### config.mk
export PLATFORM = sky130hd
export DESIGN_NAME = modular_exponentiation
export DESIGN_NICKNAME = d
export VERILOG_FILES = /design/src/hdl/mexp_pkg.sv /design/src/hdl/modular_exponentiation.sv /design/src/hdl/mexp_mulmod.sv /design/src/hdl/mexp_useq.sv
export SDC_FILE = /design/constraint.sdc
export NUM_CORES = 1
export LEC_CHECK = 0
export BUFFER_PORTS_ARGS = -buffer_cell sky130_fd_sc_hd__buf_2
export CAP_MARGIN = 30
export CORE_MARGIN = 3
export CORE_UTILIZATION = 60
export CTS_CLUSTER_DIAMETER = 150
export DETAILED_ROUTE_END_ITERATION = 12
export PLACE_DENSITY = 0.84
export SYNTH_ARGS = -nofsm -noshare
export SYNTH_HDL_FRONTEND = slang
export SYNTH_SLANG_ARGS = --single-unit
### constraint.sdc
create_clock -name clk_i -period 18.5 [get_ports clk_i]
set_input_delay 5.55 -clock clk_i [delete_from_list [all_inputs] [get_ports clk_i]]
set_output_delay 5.55 -clock clk_i [all_outputs]
set_load 0.02 [all_outputs]
### src/hdl/mexp_pkg.sv
// ---------------------------------------------------------------------------
// Modular exponentiation package
// Widths, microcode control word layout and the microcode program itself.
// ---------------------------------------------------------------------------
`default_nettype none

package mexp_pkg;

  // Operand width and the width of a bit counter that can hold WIDTH itself
  localparam int unsigned WIDTH = 32;
  localparam int unsigned CNT_W = $clog2(WIDTH + 1);

  // Program steps (the sequencer's program counter)
  typedef enum logic [2:0] {
    ST_IDLE,
    ST_CHECK,
    ST_REDUCE,
    ST_TEST,
    ST_MUL_ACC,
    ST_SQUARE,
    ST_NEXT,
    ST_EMIT
  } step_e;

  // Jump conditions
  typedef enum logic [2:0] {
    COND_NEVER,
    COND_ALWAYS,
    COND_MOD_SMALL,
    COND_E_ZERO,
    COND_CNT_MORE
  } cond_e;

  // Multiplicand source for the modular multiplier
  typedef enum logic [1:0] {
    OPND_ONE,
    OPND_ACC,
    OPND_B
  } opnd_e;

  // Destination of a finished product
  typedef enum logic {
    DST_ACC,
    DST_B
  } dest_e;

  // One microcode word
  typedef struct packed {
    logic  wait_in;   // hold here until a transaction arrives
    logic  acc_zero;  // acc <= 0
    logic  acc_one;   // acc <= 1
    logic  mul_go;    // run one modular product, hold until it ends
    opnd_e mul_a;
    dest_e mul_dst;
    logic  e_shift;   // consume one exponent bit
    logic  emit;      // present acc on the output
    cond_e cond;
    step_e target;
  } ctrl_t;

  // Sequencer to datapath
  typedef struct packed {
    ctrl_t cw;
    logic  step_done;  // current step completes this cycle
    logic  mul_start;  // pulse to launch the multiplier
  } seq_ctl_t;

  // Datapath to sequencer
  typedef struct packed {
    logic in_valid;
    logic mod_small;
    logic e_lsb;
    logic cnt_more;
    logic mul_done;
    logic out_full;
  } seq_stat_t;

  // Microcode ROM
  function automatic ctrl_t ucode(step_e s);
    ctrl_t w;
    w = '0;
    unique case (s)
      ST_IDLE: begin
        w.wait_in = 1'b1;
        w.cond    = COND_NEVER;
      end
      ST_CHECK: begin
        w.acc_zero = 1'b1;
        w.cond     = COND_MOD_SMALL;
        w.target   = ST_EMIT;
      end
      ST_REDUCE: begin
        // 1 * base mod n leaves the reduced base
        w.acc_one = 1'b1;
        w.mul_go  = 1'b1;
        w.mul_a   = OPND_ONE;
        w.mul_dst = DST_B;
      end
      ST_TEST: begin
        w.cond   = COND_E_ZERO;
        w.target = ST_SQUARE;
      end
      ST_MUL_ACC: begin
        w.mul_go  = 1'b1;
        w.mul_a   = OPND_ACC;
        w.mul_dst = DST_ACC;
      end
      ST_SQUARE: begin
        w.mul_go  = 1'b1;
        w.mul_a   = OPND_B;
        w.mul_dst = DST_B;
      end
      ST_NEXT: begin
        w.e_shift = 1'b1;
        w.cond    = COND_CNT_MORE;
        w.target  = ST_TEST;
      end
      ST_EMIT: begin
        w.emit   = 1'b1;
        w.cond   = COND_ALWAYS;
        w.target = ST_IDLE;
      end
    endcase
    return w;
  endfunction

endpackage

`default_nettype wire

### src/hdl/modular_exponentiation.sv
// When the modulus is below 2 no product is run; otherwise the bit-serial
// multiplier runs once or twice per exponent bit. One transaction at a time;
// the next is taken once the result has been written to the output register.
// Reset: asynchronous, active low; modulus returns to 2, sequencer to idle.
// ---------------------------------------------------------------------------
// Modular exponentiation top level
// Right-to-left square-and-multiply under microcode control.
// ---------------------------------------------------------------------------
`default_nettype none

module modular_exponentiation (
  input  wire logic                       clk_i,
  input  wire logic                       rst_ni,
  input  wire logic                       modulus_we_i,
  input  wire logic [mexp_pkg::WIDTH-1:0] modulus_i,
  input  wire logic                       in_valid_i,
  output logic                            in_stall_o,
  input  wire logic [mexp_pkg::WIDTH-1:0] base_value_i,
  input  wire logic [mexp_pkg::WIDTH-1:0] exponent_i,
  output logic                            out_valid_o,
  input  wire logic                       out_stall_i,
  output logic [mexp_pkg::WIDTH-1:0]      power_result_o
);
  import mexp_pkg::*;

  seq_ctl_t         ctl;
  seq_stat_t        stat;

  logic [WIDTH-1:0] modulus_q;
  logic [WIDTH-1:0] acc_q;
  logic [WIDTH-1:0] b_q;
  logic [WIDTH-1:0] e_q;
  logic [CNT_W-1:0] cnt_q;
  logic             out_valid_q;
  logic [WIDTH-1:0] result_q;

  logic             accept;
  logic             out_full;
  logic [WIDTH-1:0] mul_a;
  logic             mul_done;
  logic [WIDTH-1:0] mul_res;

  assign accept   = in_valid_i && ctl.cw.wait_in;
  assign out_full = out_valid_q && out_stall_i;

  // Status back to the sequencer
  always_comb begin
    stat.in_valid  = in_valid_i;
    stat.mod_small = (modulus_q < WIDTH'(2));
    stat.e_lsb     = e_q[0];
    stat.cnt_more  = (cnt_q != CNT_W'(1));
    stat.mul_done  = mul_done;
    stat.out_full  = out_full;
  end

  // Multiplicand select
  always_comb begin
    unique case (ctl.cw.mul_a)
      OPND_ONE: mul_a = WIDTH'(1);
      OPND_ACC: mul_a = acc_q;
      OPND_B:   mul_a = b_q;
      default:  mul_a = '0;
    endcase
  end

  mexp_useq u_useq (
    .clk_i  (clk_i),
    .rst_ni (rst_ni),
    .stat_i (stat),
    .ctl_o  (ctl)
  );

  mexp_mulmod u_mulmod (
    .clk_i    (clk_i),
    .rst_ni   (rst_ni),
    .start_i  (ctl.mul_start),
    .a_i      (mul_a),
    .b_i      (b_q),
    .m_i      (modulus_q),
    .done_o   (mul_done),
    .result_o (mul_res)
  );

  // Control registers: modulus, bit counter, output valid
  always_ff @(posedge clk_i or negedge rst_ni) begin
    if (!rst_ni) begin
      modulus_q   <= WIDTH'(2);
      cnt_q       <= '0;
      out_valid_q <= 1'b0;
    end else begin
      if (modulus_we_i) begin
        modulus_q <= modulus_i;
      end
      if (accept) begin
        cnt_q <= CNT_W'(WIDTH);
      end else if (ctl.cw.e_shift && ctl.step_done) begin
        cnt_q <= cnt_q - CNT_W'(1);
      end
      if (ctl.cw.emit && !out_full) begin
        out_valid_q <= 1'b1;
      end else if (!out_stall_i) begin
        out_valid_q <= 1'b0;
      end
    end
  end

  // Working registers
  always_ff @(posedge clk_i) begin
    if (accept) begin
      b_q <= base_value_i;
      e_q <= exponent_i;
    end else begin
      if (mul_done && ctl.cw.mul_dst == DST_B) begin
        b_q <= mul_res;
      end
      if (ctl.cw.e_shift && ctl.step_done) begin
        e_q <= {1'b0, e_q[WIDTH-1:1]};
      end
    end
    if (ctl.cw.acc_zero) begin
      acc_q <= '0;
    end else if (ctl.cw.acc_one) begin
      acc_q <= WIDTH'(1);
    end else if (mul_done && ctl.cw.mul_dst == DST_ACC) begin
      acc_q <= mul_res;
    end
    if (ctl.cw.emit && !out_full) begin
      result_q <= acc_q;
    end
  end

  assign in_stall_o     = !ctl.cw.wait_in;
  assign out_valid_o    = out_valid_q;
  assign power_result_o = result_q;

endmodule

`default_nettype wire

### src/hdl/mexp_mulmod.sv
// ---------------------------------------------------------------------------
// Bit-serial modular multiplier
// Double-and-add over the multiplier bits, MSB first, one bit per cycle.
// ---------------------------------------------------------------------------
`default_nettype none

module mexp_mulmod (
  input  wire logic                      clk_i,
  input  wire logic                      rst_ni,
  input  wire logic                      start_i,
  input  wire logic [mexp_pkg::WIDTH-1:0] a_i,
  input  wire logic [mexp_pkg::WIDTH-1:0] b_i,
  input  wire logic [mexp_pkg::WIDTH-1:0] m_i,
  output logic                            done_o,
  output logic [mexp_pkg::WIDTH-1:0]      result_o
);
  import mexp_pkg::*;

  logic [WIDTH-1:0] r_q, r_d;
  logic [WIDTH-1:0] a_q;
  logic [WIDTH-1:0] b_q;
  logic [CNT_W-1:0] cnt_q;
  logic             busy_q;
  logic             done_q;

  logic [WIDTH:0]   m_ext;
  logic [WIDTH:0]   dbl;
  logic [WIDTH:0]   dbl_red;
  logic [WIDTH:0]   sum;
  logic [WIDTH:0]   sum_red;

  // One step: r = 2r mod m, then r = r + a mod m when the bit is set
  always_comb begin
    m_ext   = {1'b0, m_i};
    dbl     = {r_q, 1'b0};
    dbl_red = (dbl >= m_ext) ? (dbl - m_ext) : dbl;
    sum     = {1'b0, dbl_red[WIDTH-1:0]} + {1'b0, a_q};
    sum_red = (sum >= m_ext) ? (sum - m_ext) : sum;
    r_d     = b_q[WIDTH-1] ? sum_red[WIDTH-1:0] : dbl_red[WIDTH-1:0];
  end

  // Control: busy flag, bit counter, completion pulse
  always_ff @(posedge clk_i or negedge rst_ni) begin
    if (!rst_ni) begin
      busy_q <= 1'b0;
      done_q <= 1'b0;
      cnt_q  <= '0;
    end else begin
      done_q <= 1'b0;
      if (start_i) begin
        busy_q <= 1'b1;
        cnt_q  <= CNT_W'(WIDTH);
      end else if (busy_q) begin
        cnt_q <= cnt_q - CNT_W'(1);
        if (cnt_q == CNT_W'(1)) begin
          busy_q <= 1'b0;
          done_q <= 1'b1;
        end
      end
    end
  end

  // Operands and running remainder
  always_ff @(posedge clk_i) begin
    if (start_i) begin
      r_q <= '0;
      a_q <= a_i;
      b_q <= b_i;
    end else if (busy_q) begin
      r_q <= r_d;
      b_q <= {b_q[WIDTH-2:0], 1'b0};
    end
  end

  assign done_o   = done_q;
  assign result_o = r_q;

endmodule

`default_nettype wire

### src/hdl/mexp_useq.sv
// ---------------------------------------------------------------------------
// Microcode sequencer
// Program counter over the microcode ROM with holds and conditional jumps.
// ---------------------------------------------------------------------------
`default_nettype none

module mexp_useq (
  input  wire logic                clk_i,
  input  wire logic                rst_ni,
  input  wire mexp_pkg::seq_stat_t stat_i,
  output mexp_pkg::seq_ctl_t       ctl_o
);
  import mexp_pkg::*;

  step_e pc_q, pc_d;
  logic  wait_q, wait_d;
  ctrl_t cw;
  logic  hold;
  logic  jump;

  // Fetch, hold and jump decision
  always_comb begin
    cw   = ucode(pc_q);
    hold = (cw.wait_in && !stat_i.in_valid)
        || (cw.mul_go && !stat_i.mul_done)
        || (cw.emit && stat_i.out_full);

    unique case (cw.cond)
      COND_NEVER:     jump = 1'b0;
      COND_ALWAYS:    jump = 1'b1;
      COND_MOD_SMALL: jump = stat_i.mod_small;
      COND_E_ZERO:    jump = !stat_i.e_lsb;
      COND_CNT_MORE:  jump = stat_i.cnt_more;
      default:        jump = 1'b0;
    endcase

    pc_d = pc_q;
    if (!hold) begin
      pc_d = jump ? cw.target : step_e'(pc_q + 3'd1);
    end

    // Multiplier launched once on entry to a multiply step
    wait_d = wait_q;
    if (cw.mul_go && !wait_q) begin
      wait_d = 1'b1;
    end else if (stat_i.mul_done) begin
      wait_d = 1'b0;
    end

    ctl_o.cw        = cw;
    ctl_o.step_done = !hold;
    ctl_o.mul_start = cw.mul_go && !wait_q;
  end

  always_ff @(posedge clk_i or negedge rst_ni) begin
    if (!rst_ni) begin
      pc_q   <= ST_IDLE;
      wait_q <= 1'b0;
    end else begin
      pc_q   <= pc_d;
      wait_q <= wait_d;
    end
  end

endmodule

`default_nettype wire
==> results list, run 1 <==
* Vias per cell: 6.16
- TritonCTS built the clock tree.
- Worst-case clock skew: 0.0280 ns
- The worst setup path is of the reg2reg kind.
- Die Width: 174 um
- The synthesized netlist occupies a cell area of 17000 sq um.
* Count of instances resized after the clock tree is built: 0
- Total half-perimeter wirelength after legalization and detailed placement: 35.7 mm
- For this block, the initial DRC count from the detailed router was 1466.
- For the finished layout, the period the worst path requires is 8.90 ns.
* Fin. Hold Viols: 0
* Path class of the lowest-slack min-delay path: reg2reg
- The initial utilization of the core area, before any placement, comes to 62.0%.
- Compound-cell area share of the yosys netlist: 19.0%
- Last weighted congestion value of the routability-driven placer: 0.994
* Final sum of negative setup slack: 0 ns
* Yosys top cell area share: 28.3%
- Global routing used 31.4% of the available tracks across all layers.
- Worst Path Required: 18.94 ns
- Fillcell total: 2133
- The final layout contains 2224 nets.
- At the later pin of the worst-skew pair, clock insertion delay measures 0.57 ns.
* Setup crit start kind: flop
- Critical path's slowest cell: sky130_fd_sc_hd__a2111oi_2
* Count of warnings emitted by yosys: 0
- Counting flops and latches in the post-synthesis netlist gives 275.
- The floorplan has 60 rows.
- Post-CTS setup-driven buffer insertion count: 0
- Global-route wire length before repair: 76.7 mm
* Bufs on Longest Clock Path: 3
* Synth Net Count: 2141
- Number of cells produced by synthesis: 1931
- For this run, design rule violations remaining after detail routing come to 0.
* Wire length reported by the detailed router: 49.0 mm
- Ports placed on the boundary: 135
* Clock root cell: sky130_fd_sc_hd__clkbuf_16
* Area of the placeable core: 27300 sq um
* Number of max-capacitance violations reported: 0
- Async S/R FF share, synth: 18.5%
* Pin count of the biggest net entering global routing: 66
- For the worst setup path, the data arrival time is 9.34 ns.
* Final clock period utilization by the worst path: 48.1%
* Most prevalent standard cell on the critical path: sky130_fd_sc_hd__ha_1
* Synthesized-area fraction occupied by and/or/nand/nor cells: 19.1%
- STA classifies the critical path endpoint as a flop.
- Final number of setup-violating endpoints: 0
- First-pass iteration count of the detailed router: 5
* Height of the chip: 174 um
- Count of clock tree sinks: 275
- Longest individual stage delay on the worst path: 0.59 ns
* Multiplexer share of the synthesized area: 1.55%
- Total congestion overflow: 0
- The via count of the first global-routing pass is 14359.
- Static timing analysis puts the maximum clock frequency at 112 MHz.
- Clock-pin slew reported for the worst setup and hold paths after clock tree synthesis: 0.06 ns
- sky130_fd_sc_hd__nand2_1 is the most common cell in the netlist.
- Fraction of final layout cells sized beyond drive strength 1: 11.7%
- Number of I/O port buffers: 134
- Worst Hold End: power_result_o[21]$_DFFE_PP_
- At the pin with the least slew margin, the transition time is 0.928 ns.
* Worst reg2reg path endpoint: u_mulmod.result_o[0]$_SDFFE_PP0P_
- At the end of the flow the core is filled with cells to 69.0%.
* Setup slack of the worst register-to-register path: 9.60 ns
- In the final routed layout, each cell accounts on average for 20.4 um.
- Worst-path maximum fanout: 53
- Xor and xnor fraction of the mapped netlist area: 4.75%
- The worst register-to-register path has a depth of 31.
* Post-synthesis sequential area ratio: 43.4%
* Count of flip-flops with a built-in enable after synthesis: 160
- Source of the worst register-to-register timing path: modulus_q[1]$_DFFE_PN1P_
- Summing the areas of all fa, ha and maj instances in the mapped netlist gives 8.18% of the synthesized area.
- Summing over every cut layer, the via total after detailed routing is 14826.
- Dominant register cell in the synthesized netlist: sky130_fd_sc_hd__edfxtp_1
- In this run, post-CTS hold repair placed 0 buffers.
- Post-synthesis cell type with the largest combined area: sky130_fd_sc_hd__edfxtp_1
- From synthesis to final layout, the design area changed by 11.3%.
* H-tree levels: 1
- Total CTS buffers: 29
* Average size of a mapped cell: 8.78 sq um
- Slew HR: 38.0%
* Cell types occupying the most area after synthesis: sky130_fd_sc_hd__edfxtp_1 28%, sky130_fd_sc_hd__nand2_1 11%, sky130_fd_sc_hd__ha_1 7.8%, sky130_fd_sc_hd__dfxtp_1 7.6%, sky130_fd_sc_hd__dfrtp_1 7.4%
* Ant diodes: 0
* Number of library cell types mapped by synthesis: 83
- Number of antenna violations at the first check in global routing: 0
- Setup repair after global routing left no endpoint under its margin.
- The run finished with clean final reports.
- Start point of the worst hold path: acc_q[21]$_SDFFE_PP0P_
- The number of max-slew violations in the final report is 0.
- Ranking of synthesized cells by instance count: 482 x sky130_fd_sc_hd__nand2_1, 160 x sky130_fd_sc_hd__edfxtp_1, 146 x sky130_fd_sc_hd__a21oi_1
* Remaining antenna violation count after routing: 0
- The worst hold path passes through 0 cells.
* Die area: 30300 sq um
* Main combinational cell family by area after synthesis: simple AND/OR/NAND/NOR gates
==> flip-flops by register name (all words and copies together), names as in the netlist <==
register,count
acc_q,32
b_q,32
cnt_q,6
e_q,32
modulus_q,32
out_valid_o,1
power_result_o,32
u_mulmod.a_q,32
u_mulmod.b_q,32
u_mulmod.busy_q,1
u_mulmod.cnt_q,6
u_mulmod.done_o,1
u_mulmod.result_o,32
u_useq.pc_q,3
u_useq.wait_q,1
==> final cells by class <==
class,instances,area (sq um),area share (%)
inverter,70,263,1.39
multi-input combinational,1489,8960,47.5
sequential,275,7360,39.0
clock inverter,18,223,1.18
tap,372,465,2.47
clock buffer,35,778,4.13
timing repair buffer,149,808,4.29
==> worst max-delay path by stage <==
stage                             startpoint                           endpoint  slack (ns)  cells after the start
global placement    modulus_q[1]$_DFFE_PN1P_  u_mulmod.result_o[0]$_SDFFE_PP0P_       10.10                     31
floorplan                        out_stall_i        power_result_o[0]$_DFFE_PP_       10.10                      1
CTS                 modulus_q[1]$_DFFE_PN1P_  u_mulmod.result_o[0]$_SDFFE_PP0P_        9.79                     31
finish              modulus_q[1]$_DFFE_PN1P_  u_mulmod.result_o[0]$_SDFFE_PP0P_        9.60                     31
global route        modulus_q[1]$_DFFE_PN1P_  u_mulmod.result_o[0]$_SDFFE_PP0P_        9.07                     31
detailed placement  modulus_q[1]$_DFFE_PN1P_  u_mulmod.result_o[0]$_SDFFE_PP0P_        9.90                     31
==> worst max-delay path, delay by kind of cell, from the launching register on <==
family	cells	cell delay, ns
buffers and inverters	3	0.71
XOR/XNOR	1	0.28
AO/OA/AOI/OAI	13	3.94
adder cells (fa/ha/maj)	3	1.03
flip-flops	1	0.53
multiplexers	4	0.92
AND/OR/NAND/NOR	7	1.30
==> placed cells by master, fill, tap and decap left out, types with 10 or more instances in the layout <==
cell type	instances
sky130_fd_sc_hd__a211oi_1	18
sky130_fd_sc_hd__a21oi_1	146
sky130_fd_sc_hd__nand3_1	25
sky130_fd_sc_hd__o21bai_1	17
sky130_fd_sc_hd__and3_1	10
sky130_fd_sc_hd__a22oi_1	38
sky130_fd_sc_hd__nand2b_1	16
sky130_fd_sc_hd__a31oi_1	19
sky130_fd_sc_hd__buf_4	13
sky130_fd_sc_hd__clkbuf_16	29
sky130_fd_sc_hd__nor2b_1	13
sky130_fd_sc_hd__nand3b_1	17
sky130_fd_sc_hd__xnor2_1	61
sky130_fd_sc_hd__edfxtp_1	160
sky130_fd_sc_hd__o21ai_0	96
sky130_fd_sc_hd__nor3_1	16
sky130_fd_sc_hd__a21o_1	47
sky130_fd_sc_hd__o21ai_1	25
sky130_fd_sc_hd__buf_2	134
sky130_fd_sc_hd__nand4_1	14
sky130_fd_sc_hd__xor2_1	31
sky130_fd_sc_hd__inv_1	68
sky130_fd_sc_hd__ha_1	106
sky130_fd_sc_hd__nand2_1	482
sky130_fd_sc_hd__dfrtp_1	50
sky130_fd_sc_hd__nor4_1	11
sky130_fd_sc_hd__dfxtp_1	64
sky130_fd_sc_hd__mux2_2	11
sky130_fd_sc_hd__nor2_1	128
sky130_fd_sc_hd__o211ai_1	24
==> cell families (layout without fill, tap and decap cells) <==
kind of cell / count (synthesis) / in the layout
compound gates: 501 / 501
simple gates: 763 / 763
xor+xnor: 92 / 92
fa+ha+maj: 109 / 109
buf+inv: 167 / 272
mux: 24 / 24
flops: 275 / 275
==> stage by stage <==
stage	worst slack (ns)	cell area (sq um)	cells	hold WS [ns]
floorplan	10.10	17000	1931	0.425
global placement	10.10	17800	2353	0.440
detailed placement	9.90	17900	2355	0.442
CTS	9.79	18900	2408	0.456
global route	9.07	18900	2408	0.474
finish	9.60	18900	2408	0.458
==> routing by layer <==
layer	global-route usage [%]	wire, um	up-vias	part of all wire, %
li1	-	-	7016	-
met1	39.1	19000	7011	39
met2	55.1	24500	655	50
met3	3.17	2950	144	6.0
met4	14.7	2620	0	5.3
met5	0	0	-	0
Power of run 1 is left out: the tool's default activity adds up to more than one toggle a clock period on the data nets, which glitch-free logic cannot reach.
==> run 2: changes to the inputs <==
==> constraint.sdc (replaced) <==
create_clock -name clk_i -period 9.05 [get_ports clk_i]
set_input_delay 2.715 -clock clk_i [delete_from_list [all_inputs] [get_ports clk_i]]
set_output_delay 2.715 -clock clk_i [all_outputs]
set_load 0.02 [all_outputs]
==> results list, run 2 (synthesis results as in run 1) <==
* Run status: completed
- Vias in the first global route: 14591
- Setup repair after global routing missed its margin: false
- Headroom to the max-slew limit came out at 41.3%.
- Relative area change from synthesis to final layout: 12.0%
* H-tree levels: 1
* Number of I/O port buffers: 134
- The die covers 30300 sq um.
- For the pin with the worst max-slew slack, the measured transition is 0.878 ns.
* First-pass iteration count of the detailed router: 6
- The clock period could shrink to 8.41 ns.
- M1 GR Usage: 38.9%
* DRC violation count after routing: 0
- Once the floorplan was initialized, standard cells occupied 62.0% of the core.
- Fin. Hold Viols: 0
- The number of max-slew violations in the final report came to 0.
- In the layout the commonest cells are 482 x sky130_fd_sc_hd__nand2_1, 160 x sky130_fd_sc_hd__edfxtp_1, 146 x sky130_fd_sc_hd__a21oi_1.
* Fillcell total: 2180
* Global-route wire length before repair: 77.5 mm
- Dividing the detail-routed via count by the number of cells gives 6.18.
* Remaining antenna violation count after routing: 0
- Routing usage on met3: 4.78%
- The layer flagged by global routing as most heavily used is met2.
- Most common cell after layout, fill and taps aside: sky130_fd_sc_hd__nand2_1
- Number of vias in the routed layout: 14918
- Buffers inserted during clock tree synthesis total 30.
- In this run the deepest clock path goes through 3 buffers.
* Post-CTS setup-driven buffer insertion count: 0
- Critical Setup Path Class: reg2reg
* Routed length per placed instance: 20.6 um
* Worst setup EP type: flop
* Count of clock tree sinks: 275
- Fraction of final layout cells sized beyond drive strength 1: 12.1%
- Post-Route Hold Slack: 0.460 ns
- Path class of the lowest-slack min-delay path: reg2reg
- On the worst path, the slowest cell contributes a delay of 0.56 ns.
- Max-cap violations in this run came to 0.
* Critical path's slowest cell: sky130_fd_sc_hd__o31ai_4
- Final number of setup-violating endpoints: 0
- The routed design has 49.8 mm of wire.
- The most numerous cell type found on the critical path is sky130_fd_sc_hd__ha_1.
- STA puts the critical path data arrival time at 8.86 ns.
* Final sum of negative setup slack: 0 ns
- TritonCTS clock tree: yes
* Highest clock frequency the design can meet: 119 MHz
- After clock tree synthesis, the flow added hold-fix buffers numbering 0.
* Ant diodes: 0
- Routing usage on met2: 54.1%
- Number of buffer and inverter stages on the critical path: 1
- Entering global routing, the biggest net connects 69 pins.
- The worst path uses 92.9% of the clock period.
- Of all nets on the critical path, the largest fanout is 40.
* Total global routing track utilization: 31.8%
* Ports placed on the boundary: 135
- After the last flow step, the layout net total stands at 2229.
- The clock reaches the later pin of the worst-skew pair after 0.57 ns.
- Last weighted congestion value of the routability-driven placer: 1.03
- The total area inside the core boundary comes to 27300 sq um.
* Worst Path Required: 9.50 ns
* Clock root cell: sky130_fd_sc_hd__clkbuf_16
- Summed over all layers, the global routing overflow is 0.
- Number of antenna violations at the first check in global routing: 3
- FP Rows: 60
* Height of the chip: 174 um
- Starting DRT DRC Count: 1338
- Setup slack of the critical path after layout: 0.642 ns
* Die Width: 174 um
* Setup Slack @ Placement: 0.511 ns
* Worst-case clock skew: 0.0220 ns
* Top cell family by delay on the critical path: compound AO/OA/AOI/OAI gates
- Clock-pin slew was measured on the worst setup and hold paths at 0.07 ns.
- Total half-perimeter wirelength after legalization and detailed placement: 36.0 mm
- The worst setup path is launched from a flop.
-- run 2: worst paths after layout --
check | startpoint | to | slack [ns] | cells past startpoint
worst max-delay path | u_mulmod.result_o[18]$_SDFFE_PP0P_ | u_mulmod.result_o[22]$_SDFFE_PP0P_ | 0.64 | 27
worst min-delay path | acc_q[4]$_SDFFE_PP0P_ | power_result_o[4]$_DFFE_PP_ | 0.46 | 0
worst max register to register | u_mulmod.result_o[18]$_SDFFE_PP0P_ | u_mulmod.result_o[22]$_SDFFE_PP0P_ | 0.64 | 27
worst min register to register | acc_q[4]$_SDFFE_PP0P_ | power_result_o[4]$_DFFE_PP_ | 0.46 | 0
max in group asynchronous | rst_ni | modulus_q[1]$_DFFE_PN1P_ | 6.35 | 2
min in group asynchronous | rst_ni | u_mulmod.cnt_q[1]$_DFFE_PN0P_ | 2.10 | 1
-- run 2: layer usage --
metal	routed length [um]	up-vias	part of all wire (%)
met3	3780	208	7.6
met1	18800	6943	38
met4	3210	6	6.5
li1	-	7028	-
met2	24000	733	48
met5	41	-	0.082
-- run 2: layout make-up --
| class | count | area [sq um] | share of cell area [%] |
|---|---|---|---|
| Timing Repair Buffer | 152 | 831 | 4.38 |
| Multi-Input combinational cell | 1490 | 9020 | 47.5 |
| Clock inverter | 21 | 249 | 1.31 |
| Clock buffer | 35 | 800 | 4.21 |
| Inverter | 70 | 263 | 1.38 |
| Tap cell | 372 | 465 | 2.45 |
| Sequential cell | 275 | 7360 | 38.8 |
-- run 2: per-stage QoR --
stage	utilization [%]	area, sq um	std cells
floorplan	-	17000	1931
CTS	69.2	18900	2414
detailed placement	65.4	17900	2358
global route	69.5	19000	2415
global placement	65.3	17800	2356
finish	69.5	19000	2415
-- run 2: timing repair --
| item | 4_1_cts | 5_1_grt |
|---|---|---|
| setup endpoints to repair | 0 | 30 |
| resized for setup | 0 | 8 |
| endpoints found under the hold margin | 0 | 0 |
Power of run 2 is left out for the same reason.
